==> config.mk <==
export PLATFORM = sky130hd
export DESIGN_NAME = fifo_with_value_delete
export DESIGN_NICKNAME = d
export VERILOG_FILES = /design/src/rtl/core/fwvd_pkg.sv /design/src/rtl/core/fwvd_datapath.sv /design/src/rtl/core/fwvd_ctrl.sv /design/src/rtl/core/fifo_with_value_delete.sv
export VERILOG_INCLUDE_DIRS = /design/src /design/src/rtl/core
export SDC_FILE = /design/constraint.sdc
export NUM_CORES = 1
export LEC_CHECK = 0
export ABC_AREA = 1
export BUFFER_PORTS_ARGS = -buffer_cell sky130_fd_sc_hd__buf_4
export CAP_MARGIN = 15
export CORE_ASPECT_RATIO = 0.5
export CORE_MARGIN = 2
export CORE_UTILIZATION = 45
export DETAILED_ROUTE_END_ITERATION = 7
export PLACE_DENSITY_LB_ADDON = 0.12
export SYNTH_ARGS = -nofsm -noshare
export SYNTH_HDL_FRONTEND = slang
export SYNTH_HIERARCHICAL = 1
export SYNTH_SLANG_ARGS = --single-unit
==> constraint.sdc <==
create_clock -name clk -period 7.23 [get_ports clk]
set_input_delay 0.723 -clock clk [delete_from_list [all_inputs] [get_ports clk]]
set_output_delay 0.723 -clock clk [all_outputs]
set_load 0.1 [all_outputs]
==> src/rtl/core/fifo_with_value_delete_defines.svh <==
// assertion helpers, clocked on clk and quiet while rst is high
`ifndef FIFO_WITH_VALUE_DELETE_DEFINES_SVH
`define FIFO_WITH_VALUE_DELETE_DEFINES_SVH

// same-cycle implication
`define FWVD_ASSERT_SAME(lbl, ante, cons, msg) \
  lbl: assert property (@(posedge clk) disable iff (rst) (ante) |-> (cons)) \
    else $error(msg);

// next-cycle implication
`define FWVD_ASSERT_NEXT(lbl, ante, cons, msg) \
  lbl: assert property (@(posedge clk) disable iff (rst) (ante) |=> (cons)) \
    else $error(msg);

`endif

==> src/rtl/core/fwvd_pkg.sv <==
package fwvd_pkg;

  localparam int DATA_W    = 32;
  localparam int DEPTH_DEF = 32;

  typedef enum logic [1:0] {
    CMD_PUSH   = 2'd0,
    CMD_LIST   = 2'd1,
    CMD_DELETE = 2'd2,
    CMD_CLEAR  = 2'd3
  } cmd_t;

  typedef enum logic [1:0] {
    ST_OK        = 2'd0,
    ST_EMPTY     = 2'd1,
    ST_NOT_FOUND = 2'd2,
    ST_FULL      = 2'd3
  } status_t;

  // controller to datapath
  typedef struct packed {
    logic    load_val;
    logic    push_wr;
    logic    clr_count;
    logic    idx_clr;
    logic    rd_en;
    logic    idx_inc;
    logic    cmp_en;
    logic    commit;
    logic    out_load;
    logic    out_sel_entry;
    status_t out_status;
    logic    out_last;
  } fwvd_ctl_t;

  // datapath to controller
  typedef struct packed {
    logic count_zero;
    logic full;
    logic idx_last;
    logic kept_all;
    logic out_free;
  } fwvd_sts_t;

endpackage

==> src/rtl/core/fwvd_datapath.sv <==
module fwvd_datapath #(
  parameter int DEPTH = fwvd_pkg::DEPTH_DEF
) (
  input  logic                              clk,
  input  logic                              rst,
  input  logic signed [fwvd_pkg::DATA_W-1:0] s_value,
  input  fwvd_pkg::fwvd_ctl_t               ctl,
  output fwvd_pkg::fwvd_sts_t               sts,
  output logic                              m_tvalid,
  input  logic                              m_tready,
  output logic [fwvd_pkg::DATA_W-1:0]       m_tdata,
  output logic [1:0]                        m_tuser,
  output logic                              m_tlast
);
  import fwvd_pkg::*;

  localparam int CW = $clog2(DEPTH + 1);
  localparam int AW = $clog2(DEPTH);

  logic [DATA_W-1:0] mem [DEPTH];
  logic [DATA_W-1:0] rd_data;
  logic [DATA_W-1:0] val_q;
  logic [CW-1:0]     count;
  logic [CW-1:0]     idx;
  logic [CW-1:0]     kept;

  logic              keep_hit;
  logic              wr_en;
  logic [AW-1:0]     wr_addr;
  logic [DATA_W-1:0] wr_data;

  // during delete a survivor moves down to the kept position
  assign keep_hit = ctl.cmp_en && (rd_data != val_q);
  assign wr_en    = ctl.push_wr || keep_hit;
  assign wr_addr  = ctl.push_wr ? count[AW-1:0] : kept[AW-1:0];
  assign wr_data  = ctl.push_wr ? s_value : rd_data;

  always_ff @(posedge clk) begin
    if (wr_en) begin
      mem[wr_addr] <= wr_data;
    end
    if (ctl.rd_en) begin
      rd_data <= mem[idx[AW-1:0]];
    end
  end

  always_ff @(posedge clk) begin
    if (rst) begin
      count <= '0;
    end else if (ctl.clr_count) begin
      count <= '0;
    end else if (ctl.push_wr) begin
      count <= count + CW'(1);
    end else if (ctl.commit) begin
      count <= kept;
    end
  end

  always_ff @(posedge clk) begin
    if (ctl.load_val) begin
      val_q <= s_value;
    end
    if (ctl.idx_clr) begin
      idx <= '0;
    end else if (ctl.idx_inc) begin
      idx <= idx + CW'(1);
    end
    if (ctl.idx_clr) begin
      kept <= '0;
    end else if (keep_hit) begin
      kept <= kept + CW'(1);
    end
  end

  // output register
  always_ff @(posedge clk) begin
    if (rst) begin
      m_tvalid <= 1'b0;
    end else if (ctl.out_load) begin
      m_tvalid <= 1'b1;
    end else if (m_tready) begin
      m_tvalid <= 1'b0;
    end
  end

  always_ff @(posedge clk) begin
    if (ctl.out_load) begin
      m_tdata <= ctl.out_sel_entry ? rd_data : '0;
      m_tuser <= ctl.out_status;
      m_tlast <= ctl.out_last;
    end
  end

  assign sts.count_zero = (count == '0);
  assign sts.full       = (count == CW'(DEPTH));
  assign sts.idx_last   = ((idx + CW'(1)) == count);
  assign sts.kept_all   = (kept == count);
  assign sts.out_free   = !m_tvalid || m_tready;

endmodule

==> src/rtl/core/fwvd_ctrl.sv <==
module fwvd_ctrl (
  input  logic                clk,
  input  logic                rst,
  input  logic                s_tvalid,
  output logic                s_tready,
  input  fwvd_pkg::cmd_t      s_cmd,
  input  fwvd_pkg::fwvd_sts_t sts,
  output fwvd_pkg::fwvd_ctl_t ctl
);
  import fwvd_pkg::*;

  typedef enum logic [2:0] {
    S_IDLE,
    S_LIST_RD,
    S_LIST_OUT,
    S_DEL_RD,
    S_DEL_CMP,
    S_DEL_END,
    S_RESP
  } state_t;

  state_t  state;
  state_t  state_next;
  status_t resp_status;
  logic    accept;

  assign s_tready = (state == S_IDLE);
  assign accept   = s_tvalid && s_tready;

  always_comb begin
    state_next = state;
    ctl        = '0;
    ctl.out_status = resp_status;
    unique case (state)
      S_IDLE: begin
        if (accept) begin
          ctl.load_val = 1'b1;
          unique case (s_cmd)
            CMD_PUSH: begin
              ctl.push_wr = !sts.full;
              state_next  = S_RESP;
            end
            CMD_LIST: begin
              ctl.idx_clr = 1'b1;
              state_next  = sts.count_zero ? S_RESP : S_LIST_RD;
            end
            CMD_DELETE: begin
              ctl.idx_clr = 1'b1;
              state_next  = sts.count_zero ? S_RESP : S_DEL_RD;
            end
            CMD_CLEAR: begin
              ctl.clr_count = 1'b1;
              state_next    = S_RESP;
            end
            default: state_next = S_RESP;
          endcase
        end
      end
      S_LIST_RD: begin
        ctl.rd_en  = 1'b1;
        state_next = S_LIST_OUT;
      end
      S_LIST_OUT: begin
        if (sts.out_free) begin
          ctl.out_load      = 1'b1;
          ctl.out_sel_entry = 1'b1;
          ctl.out_status    = ST_OK;
          ctl.out_last      = sts.idx_last;
          ctl.idx_inc       = 1'b1;
          state_next        = sts.idx_last ? S_IDLE : S_LIST_RD;
        end
      end
      S_DEL_RD: begin
        ctl.rd_en  = 1'b1;
        state_next = S_DEL_CMP;
      end
      S_DEL_CMP: begin
        ctl.cmp_en  = 1'b1;
        ctl.idx_inc = 1'b1;
        state_next  = sts.idx_last ? S_DEL_END : S_DEL_RD;
      end
      S_DEL_END: begin
        ctl.commit = 1'b1;
        state_next = S_RESP;
      end
      S_RESP: begin
        if (sts.out_free) begin
          ctl.out_load = 1'b1;
          ctl.out_last = 1'b1;
          state_next   = S_IDLE;
        end
      end
      default: state_next = S_IDLE;
    endcase
  end

  always_ff @(posedge clk) begin
    if (rst) begin
      state       <= S_IDLE;
      resp_status <= ST_OK;
    end else begin
      state <= state_next;
      if (accept) begin
        unique case (s_cmd)
          CMD_PUSH:   resp_status <= sts.full ? ST_FULL : ST_OK;
          CMD_LIST:   resp_status <= sts.count_zero ? ST_EMPTY : ST_OK;
          CMD_DELETE: resp_status <= sts.count_zero ? ST_EMPTY : ST_OK;
          CMD_CLEAR:  resp_status <= ST_OK;
          default:    resp_status <= ST_OK;
        endcase
      end else if (state == S_DEL_END) begin
        resp_status <= sts.kept_all ? ST_NOT_FOUND : ST_OK;
      end
    end
  end

endmodule

==> src/rtl/core/fifo_with_value_delete.sv <==
// push, clear and empty-queue replies: one result, loaded from the response state once the output register is free
// list: one result per stored entry, each a registered store read, then an output load once free
// delete: one read and one compare per entry, then a commit before the result
// next command is taken once the current one has loaded its final result
// rst (synchronous) empties the queue and idles the controller; store contents are kept
`include "fifo_with_value_delete_defines.svh"

module fifo_with_value_delete #(
  parameter int DEPTH = fwvd_pkg::DEPTH_DEF
) (
  input  logic                        clk,
  input  logic                        rst,
  input  logic                        s_tvalid,
  output logic                        s_tready,
  input  logic [fwvd_pkg::DATA_W-1:0] s_tdata,  // value
  input  logic [1:0]                  s_tuser,  // command
  output logic                        m_tvalid,
  input  logic                        m_tready,
  output logic [fwvd_pkg::DATA_W-1:0] m_tdata,  // entry
  output logic [1:0]                  m_tuser,  // status
  output logic                        m_tlast
);
  import fwvd_pkg::*;

  fwvd_ctl_t ctl;
  fwvd_sts_t sts;

  fwvd_ctrl u_ctrl (
    .clk      (clk),
    .rst      (rst),
    .s_tvalid (s_tvalid),
    .s_tready (s_tready),
    .s_cmd    (cmd_t'(s_tuser)),
    .sts      (sts),
    .ctl      (ctl)
  );

  fwvd_datapath #(
    .DEPTH (DEPTH)
  ) u_datapath (
    .clk      (clk),
    .rst      (rst),
    .s_value  (s_tdata),
    .ctl      (ctl),
    .sts      (sts),
    .m_tvalid (m_tvalid),
    .m_tready (m_tready),
    .m_tdata  (m_tdata),
    .m_tuser  (m_tuser),
    .m_tlast  (m_tlast)
  );

  `FWVD_ASSERT_SAME(a_load_when_free, ctl.out_load, sts.out_free, "result loaded over a pending one")
  `FWVD_ASSERT_SAME(a_no_push_full, ctl.push_wr, !sts.full, "write into a full queue")
  `FWVD_ASSERT_SAME(a_cmp_after_read, ctl.cmp_en, $past(ctl.rd_en), "compare without a read")
  `FWVD_ASSERT_NEXT(a_busy_after_take, s_tvalid && s_tready, !s_tready, "ready right after a transfer")

endmodule

After elaboration in Yosys (flattened, before gate mapping). Memory sizes are Yosys's and may differ from the RTL's. A register that Yosys moved wholly into a read port is not among the register bits. Cells that the tools add are included.

Flip-flop bits (word level): 91. Bits in latches: 0. Memory bits (writable): 1024. ROM bits: 0. Bits of input ports: 38. Output and inout port bits: 37. Memories: 1.

$add $sub $neg: 3. Multipliers: 0. Divide/modulo/power cells: 0. Order comparisons: 0. Equality and inequality tests: 16. Shift operators: 0. Mux-type cells: 37. Bitwise operators: 0. Reductions and logical operators: 17.

Memory list: u_datapath.mem (words 32, bits a word 32, read ports 1, clocked after memory_dff 1, write ports 1, RTL line fwvd_datapath.sv:20) `logic [DATA_W-1:0] mem [DEPTH];`.

Operators with widths (number): 32-bit 2-to-1 mux (1); 32-bit != test (1); 3-bit 2-to-1 mux (7); 3-bit one-hot mux with 7 select lines (1); 6-bit by 1-bit adder with 6-bit output (second input constant) (3); 1-bit 2-to-1 mux (13); 6-bit == test (2); 6-bit 2-to-1 mux (2); 5-bit 2-to-1 mux (2); 3-bit == test (second input constant) (3); 3-bit one-hot mux with 3 select lines (1); 2-bit 2-to-1 mux (4); 4-bit 2-to-1 mux (2); 2-bit OR reduction (4); 3-bit by 2-bit == test with 1-bit output (second input constant) (2); 6-bit == test (second input constant) (1); 6-bit logical NOT (1); 2-bit != test (second input constant) (3); 1-bit one-hot mux with 2 select lines (3); 2-bit one-hot mux with 3 select lines (1); 2-bit nonzero test (3); 2-bit == test (second input constant) (2); 3-bit by 1-bit == test with 1-bit output (second input constant) (1); 3-bit logical NOT (1); 6 further kinds (9).

Longest topological paths before layout. Gate-level depths: netlist of run 1.

Depth after elaboration: 8. Mapped depth: 15. Mapped depth without buffers: 13.

Modules after synthesis. Netlist of run 1, hierarchy kept.

By module, submodules not included: fwvd_datapath (instances 1, cells an instance 3436, area each 46118.0 um2); fwvd_ctrl (instances 1, cells an instance 81, area each 513.0 um2).

Least setup slack after synthesis of run 1. OpenSTA, ideal clock, no wires.

Kind: in2reg. Start point: input s_tvalid. End point: memory u_datapath.mem[0][0], enable pin. Library setup time: 0.432 ns. Arrival: 4.072 ns. Required time: 6.798 ns. Path slack: 2.727 ns. Stages on the path: 11. Path buffers: 1. Path through: inv_1 > nor2_4 > nand2_1 > nor2_1 > inv_2 > buf_2 > nand2_1 > o21ai_1 > nor2_1 > nand2_1 > a21oi_1.

RTL lines: start, declared (RTL line fifo_with_value_delete.sv:13) `input logic s_tvalid,`; end, declared (RTL line fwvd_datapath.sv:20).

==> results of run 1 <==
==> per-stage QoR <==
stage                      util  hold slack (ps)  power (mW)  std cells  area (um2)
final                     0.509              190        21.9       4975       52300
after global routing      0.509              153        23.0       4974       52300
after CTS                 0.506              143        21.8       4964       52000
after detailed placement  0.475              486        16.6       4777       48800
after global placement    0.475              477        16.5       4776       48800
after floorplan               -              454        13.9       3517       46600
==> worst paths after layout <==
check                      endpoint  slack (ps)  depth (start not counted)
max          u_datapath/mem[28][11]        2090                         13
min            u_datapath/val_q[18]         190                          1
max reg2reg  u_datapath/mem[28][11]        2090                         13
min reg2reg   u_ctrl/resp_status[0]         500                          2
==> registers in the layout (all words and copies together) (netlist names) <==
signal,count
u_datapath/count,6
u_datapath/idx,6
u_datapath/rd_data,32
u_ctrl/state,3
u_datapath/m_tlast,1
u_datapath/m_tuser,2
u_datapath/val_q,32
u_datapath/m_tdata,32
u_datapath/m_tvalid,1
u_datapath/kept,6
u_ctrl/resp_status,2
u_datapath/mem,1024
==> placed cells by master (no fill, tap or decap), types with 9 or more instances in the layout <==
master        n
a21oi_1      22
a21oi_4      32
buf_16       10
buf_4       136
clkbuf_1     23
clkbuf_16   102
clkinv_1     28
clkinv_2     18
dfxtp_1      19
edfxtp_1   1123
ha_1          9
inv_1        97
nand2_1     394
nand3_1     145
nor2_1      522
o211ai_1     34
o21a_1       33
o21ai_0     267
o21bai_1    256
o221ai_1    225
xnor2_1      27
xor2_1       10
==> cells in the mapped netlist <==
master,count,area [um2]
inv_1,100,375
or2_1,1,6.26
a211oi_1,1,7.51
clkbuf_1,114,428
a31oi_1,1,6.26
dfxtp_1,24,480
nand2_2,1,6.26
inv_2,8,30.0
a21oi_1,54,270
nor3_2,2,20.0
nor3_1,7,35.0
nor2_4,5,56.3
xor2_1,10,87.6
o21bai_1,256,1920
a22oi_1,1,7.51
nor2_1,523,1960
ha_1,9,113
xnor2_1,27,236
buf_1,21,78.8
nand3_1,145,726
nand3_2,2,20.0
nor2_2,1,6.26
o31ai_1,1,7.51
o21ai_0,277,1390
o21a_1,33,248
buf_4,19,143
buf_2,82,410
nor4_1,1,6.26
o211ai_1,34,255
o21ai_1,5,25.0
edfxtp_1,1123,33700
nand2_1,395,1480
a221oi_1,1,8.76
buf_6,6,67.6
nand3b_1,1,7.51
o2111ai_1,1,8.76
o221ai_1,225,1970
==> cells by family after synthesis <==
| logic type | Yosys count | share of synthesized area |
|---|---|---|
| flops | 1147 | 0.733 |
| buf+inv | 350 | 0.0329 |
| fa+ha+maj | 9 | 0.00241 |
| simple gates | 1084 | 0.0930 |
| compound gates | 890 | 0.131 |
| xor+xnor | 37 | 0.00695 |
==> per-layer routing <==
metal,share of wire,vias to the layer above
met1,0.46,14900
met3,0.10,157
met2,0.42,1142
li1,-,13100
met5,0.000083,-
met4,0.022,2
==> final cells by class <==
cell class,instances,area share
Antenna cell,1,0.0000479
Inverter,108,0.00807
Multi-Input combinational cell,2020,0.217
Clock buffer,125,0.0505
Tap cell,1360,0.0326
Clock inverter,62,0.0102
Sequential cell,1147,0.655
Timing Repair Buffer,152,0.0271
==> power by group <==
part / internal (mW) / total [mW] / switching [mW]
Sequential: 8.49 / 8.92 / 0.433
Clock: 2.80 / 5.28 / 2.49
Combinational: 2.13 / 7.71 / 5.58
==> critical path, cell delays in order (launching register included) <==
cell	delay, ps
dfxtp_1	440
inv_1	200
nand2_2	120
nor2_4	80
buf_4	470
nand2_1	200
nor2_4	450
inv_4	350
nand2_1	180
o21ai_1	150
nor2_1	580
nand2_1	190
a21oi_4	910
buf_4	440
==> flow_summary.toml, run 1 <==
[outcome]
status = "complete, but fails checks"
violations = "slew limit"

[min_path]
hp-class = "in -> reg"
hold_path_startpoint = "s_tdata[18]"

[power_and_ir_drop]
ir_worst_vdd_mv = 0.379
leakage_nw = 17.3
p_per_area_nw_per_um2 = 419

[layout]
regArea_um2 = 34200
layout-drive-gt1-share = 0.0988
syn_to_final_growth_pct = 12.1
multi_input_area_um2 = 11300
nFillCells = 8721
final_nets = 3578

[placed_design]
dp_slack_ps = 2000
portBuffers = 74
dp_hpwl_mm = 75.5
routabilityCongestion = 0.852

[timing]
hold_viol = 0
drv_slew = 59
maxSlewHeadroom = -0.0105
finalSetupViolations = 0
fmax_mhz = 195
worst_pin_slew_ps = 1520
period_minus_slack_ps = 5140
worst_slack_ps = 2090
fin_tns_setup_ps = 0
rsz0062_at_grt = "no"
period_share = 0.711
skew_ps = 43.2

[global_route]
grt_max_degree = 238
grt_overflow_total = 0
busiest_layer = "met1"
grt_util_met3 = 0.0789
use_met2 = 0.347
grt_use_total = 0.249
grt_pass1_wl_mm = 193
grtUsageMet1 = 0.378
grt_pass1_vias = 27900
antenna_found_initial = 2

[synthesis]
avgSynthCellArea_um2 = 13.3
syn_inst = 3517
syn_nets = 3564
synth.distinct_cells = 37
synth_seq_cells = 1147
seq_area_frac_synth = 0.733
ys_warn_count = 6
synthesis.area_um2 = 46600

[clock_network]
cts.sinks = 1147
numCtsBuffers = 102
clk_latency_ps = 740
clk_pin_slew_worst_paths_ps = 70
cts-resized-gates = 0
cts-htree-levels = 3
cts_buffer_depth = 3
cts-root-buf = "clkbuf_16"
holdBufCountCts = 0
tritoncts = "done"
cts_setup_buffers = 0

[setup_path]
start_kind = "register"
path_class = "reg -> reg"
critPathLaunch = "u_ctrl/state[2]"
end_kind = "register"
cp.arrival_ps = 5520
cp.required_ps = 7610
cp_max_fo = 36
rr_startpoint = "u_ctrl/state[2]"

[floorplan]
rows = 83
die_w_um = 459
die-area_um2 = 106000
initial_core_util = 0.454
die_h_um = 232
core_area_um2 = 103000
ios = 75

[detailed_routing]
wl_mm = 133
antenna_left = 0
drc = 0
dr.pass1.iters = 7
vias = 29300
wl_per_cell_um = 26.7
vias_per_cell = 5.89
drt_iter0_drc = 3434

[flow_run]
cap_violations = 0
Power figures use the tool's default switching activity.
==> inputs of run 2 (changes only) <==
==> constraint.sdc (replaced) <==
create_clock -name clk -period 5.4 [get_ports clk]
set_input_delay 0.54 -clock clk [delete_from_list [all_inputs] [get_ports clk]]
set_output_delay 0.54 -clock clk [all_outputs]
set_load 0.1 [all_outputs]
==> run 2 against run 1 <==
Final cell count grew 0.94%. Combinational power grew 41%. Register-to-register slack lost 700 ps. Critical path depth shrank 1. Clock-buffer cell count grew 16. Clock power grew 36%. Die area is the same. Clock skew shrank 11 ps. Sequential power grew 32%. Sequential cell count is the same. Power grew 36%. Fmax grew 28%. The run now ends clean.
==> flow_summary.toml, run 2 (same netlist as run 1, synthesis figures left out) <==
[timing]
fin_tns_setup_ps = 0
period_minus_slack_ps = 4010
worst_slack_ps = 1390
finalSetupViolations = 0
worst_pin_slew_ps = 1150
drv_slew = 0
fmax_mhz = 250
skew_ps = 31.9
hold_viol = 0
maxSlewHeadroom = 0.234
period_share = 0.742
rsz0062_at_grt = "no"

[placed_design]
routabilityCongestion = 0.854
dp_cells = 4816
dp_hpwl_mm = 75.8
portBuffers = 74
dp_slack_ps = 1440

[floorplan]
rows = 83
ios = 75
initial_core_util = 0.454
die_h_um = 232
core_area_um2 = 103000
die-area_um2 = 106000
die_w_um = 459

[setup_path]
critPathLaunch = "u_datapath/count[1]"
crit_end = "u_datapath/mem[4][17]"
crit_slowest_cell = "a21oi_4"
cp_max_fo = 24
cp.arrival_ps = 4350
cpPeakStageDelay_ps = 650
path_cells = "inv_1, ha_1, nand3_1, nor3_1, nor2_4, buf_4, a21oi_1, nand2_1, nor2_1, nand2_1, a21oi_4, buf_4"
start_kind = "register"
end_kind = "register"
timing.rr.end = "u_datapath/mem[4][17]"
cp.required_ps = 5750
ff2ff_path_depth = 12
rr_startpoint = "u_datapath/count[1]"
path_class = "reg -> reg"
reg2reg_slack_ps = 1390

[clock_network]
tritoncts = "done"
clk_pin_slew_worst_paths_ps = 60
numCtsBuffers = 103
cts-resized-gates = 0
cts_setup_buffers = 0
holdBufCountCts = 11
clk_latency_ps = 720
cts.sinks = 1147
cts-htree-levels = 3
cts-root-buf = "clkbuf_16"
cts_buffer_depth = 3

[power_and_ir_drop]
p_per_area_nw_per_um2 = 566
leakage_nw = 17.6
ir_worst_vdd_mv = 0.427

[layout]
syn_to_final_growth_pct = 13.3
stdcell_count = 5022
final_nets = 3626
top_register = "u_datapath/mem"
final_util = 0.514
layout-drive-gt1-share = 0.106
largest_reg_flops = 1024
diodes = 0
layout_commonest_cell = "edfxtp_1"
final_cell_mix = "1123 x edfxtp_1, 522 x nor2_1, 394 x nand2_1"

[global_route]
antenna_found_initial = 6
grt_pass1_vias = 28300
grt_pass1_wl_mm = 196
grt_overflow_total = 0
grt_max_degree = 198
grt_use_total = 0.254

[detailed_routing]
vias = 29700
wl_mm = 135
drc = 0
antenna_left = 0
vias_per_cell = 5.92
drt_iter0_drc = 3674
dr.pass1.iters = 6
wl_per_cell_um = 26.9

[flow_run]
cap_violations = 0

[min_path]
hp-class = "in -> reg"

[outcome]
status = "finished clean"
## run 2: cell types whose count changed in the layout (fill, tap and decap cells not counted), sizes merged
cell / delta
clkinv: -17
bufinv: +2
buf: +36
clkbuf: +16
diode: -1
dlygate4sd3: +11
## run 2: report_power, final
part,internal [mW],total [mW],switching (mW)
Sequential,11.3,11.8,0.480
Clock,3.91,7.18,3.28
Combinational,3.01,10.9,7.88
## run 2: layout make-up
type	count	area [um2]
clock buffer	141	2750
fill	8609	49900
inverter	108	422
tap	1360	1700
clock inverter	47	447
sequential	1147	34200
multi-input combinational	2020	11300
timing repair buffer	199	1980
## run 2: metrics by stage
step                hold WS, ps  cell area, um2  total power, mW
floorplan                   454           46600             18.7
finish                     41.6           52800             29.9
global route               8.15           52800             31.3
CTS                     0.00705           52700             29.8
global placement            476           49100             22.5
detailed placement          483           49400             22.7
## run 2: how the worst min path moves through the flow
stage / from / end / cells after the start
final: s_tdata[23] / u_datapath/val_q[23] / 1
after floorplan: u_ctrl/resp_status[0] / u_ctrl/resp_status[0] / 2
after CTS: s_tdata[31] / u_datapath/val_q[31] / 1
after global routing: s_tdata[22] / u_datapath/val_q[22] / 1
after detailed placement: u_ctrl/resp_status[1] / u_ctrl/resp_status[1] / 2
after global placement: u_ctrl/resp_status[0] / u_ctrl/resp_status[0] / 2
## run 2: layer usage
layer	global-route usage	wire length, um	up-vias
met4	0.0515	2370	2
met3	0.0737	15000	164
li1	-	-	13200
met2	0.356	56000	1317
met5	0	13	-
met1	0.389	61700	15000
## run 2: critical path: cells and delay by family, from the launching register on
family,cells,cell delay (ps)
adder cells (fa/ha/maj),1,150
AO/OA/AOI/OAI,2,1090
AND/OR/NAND/NOR,6,1120
buffers and inverters,3,890
flip-flops,1,360
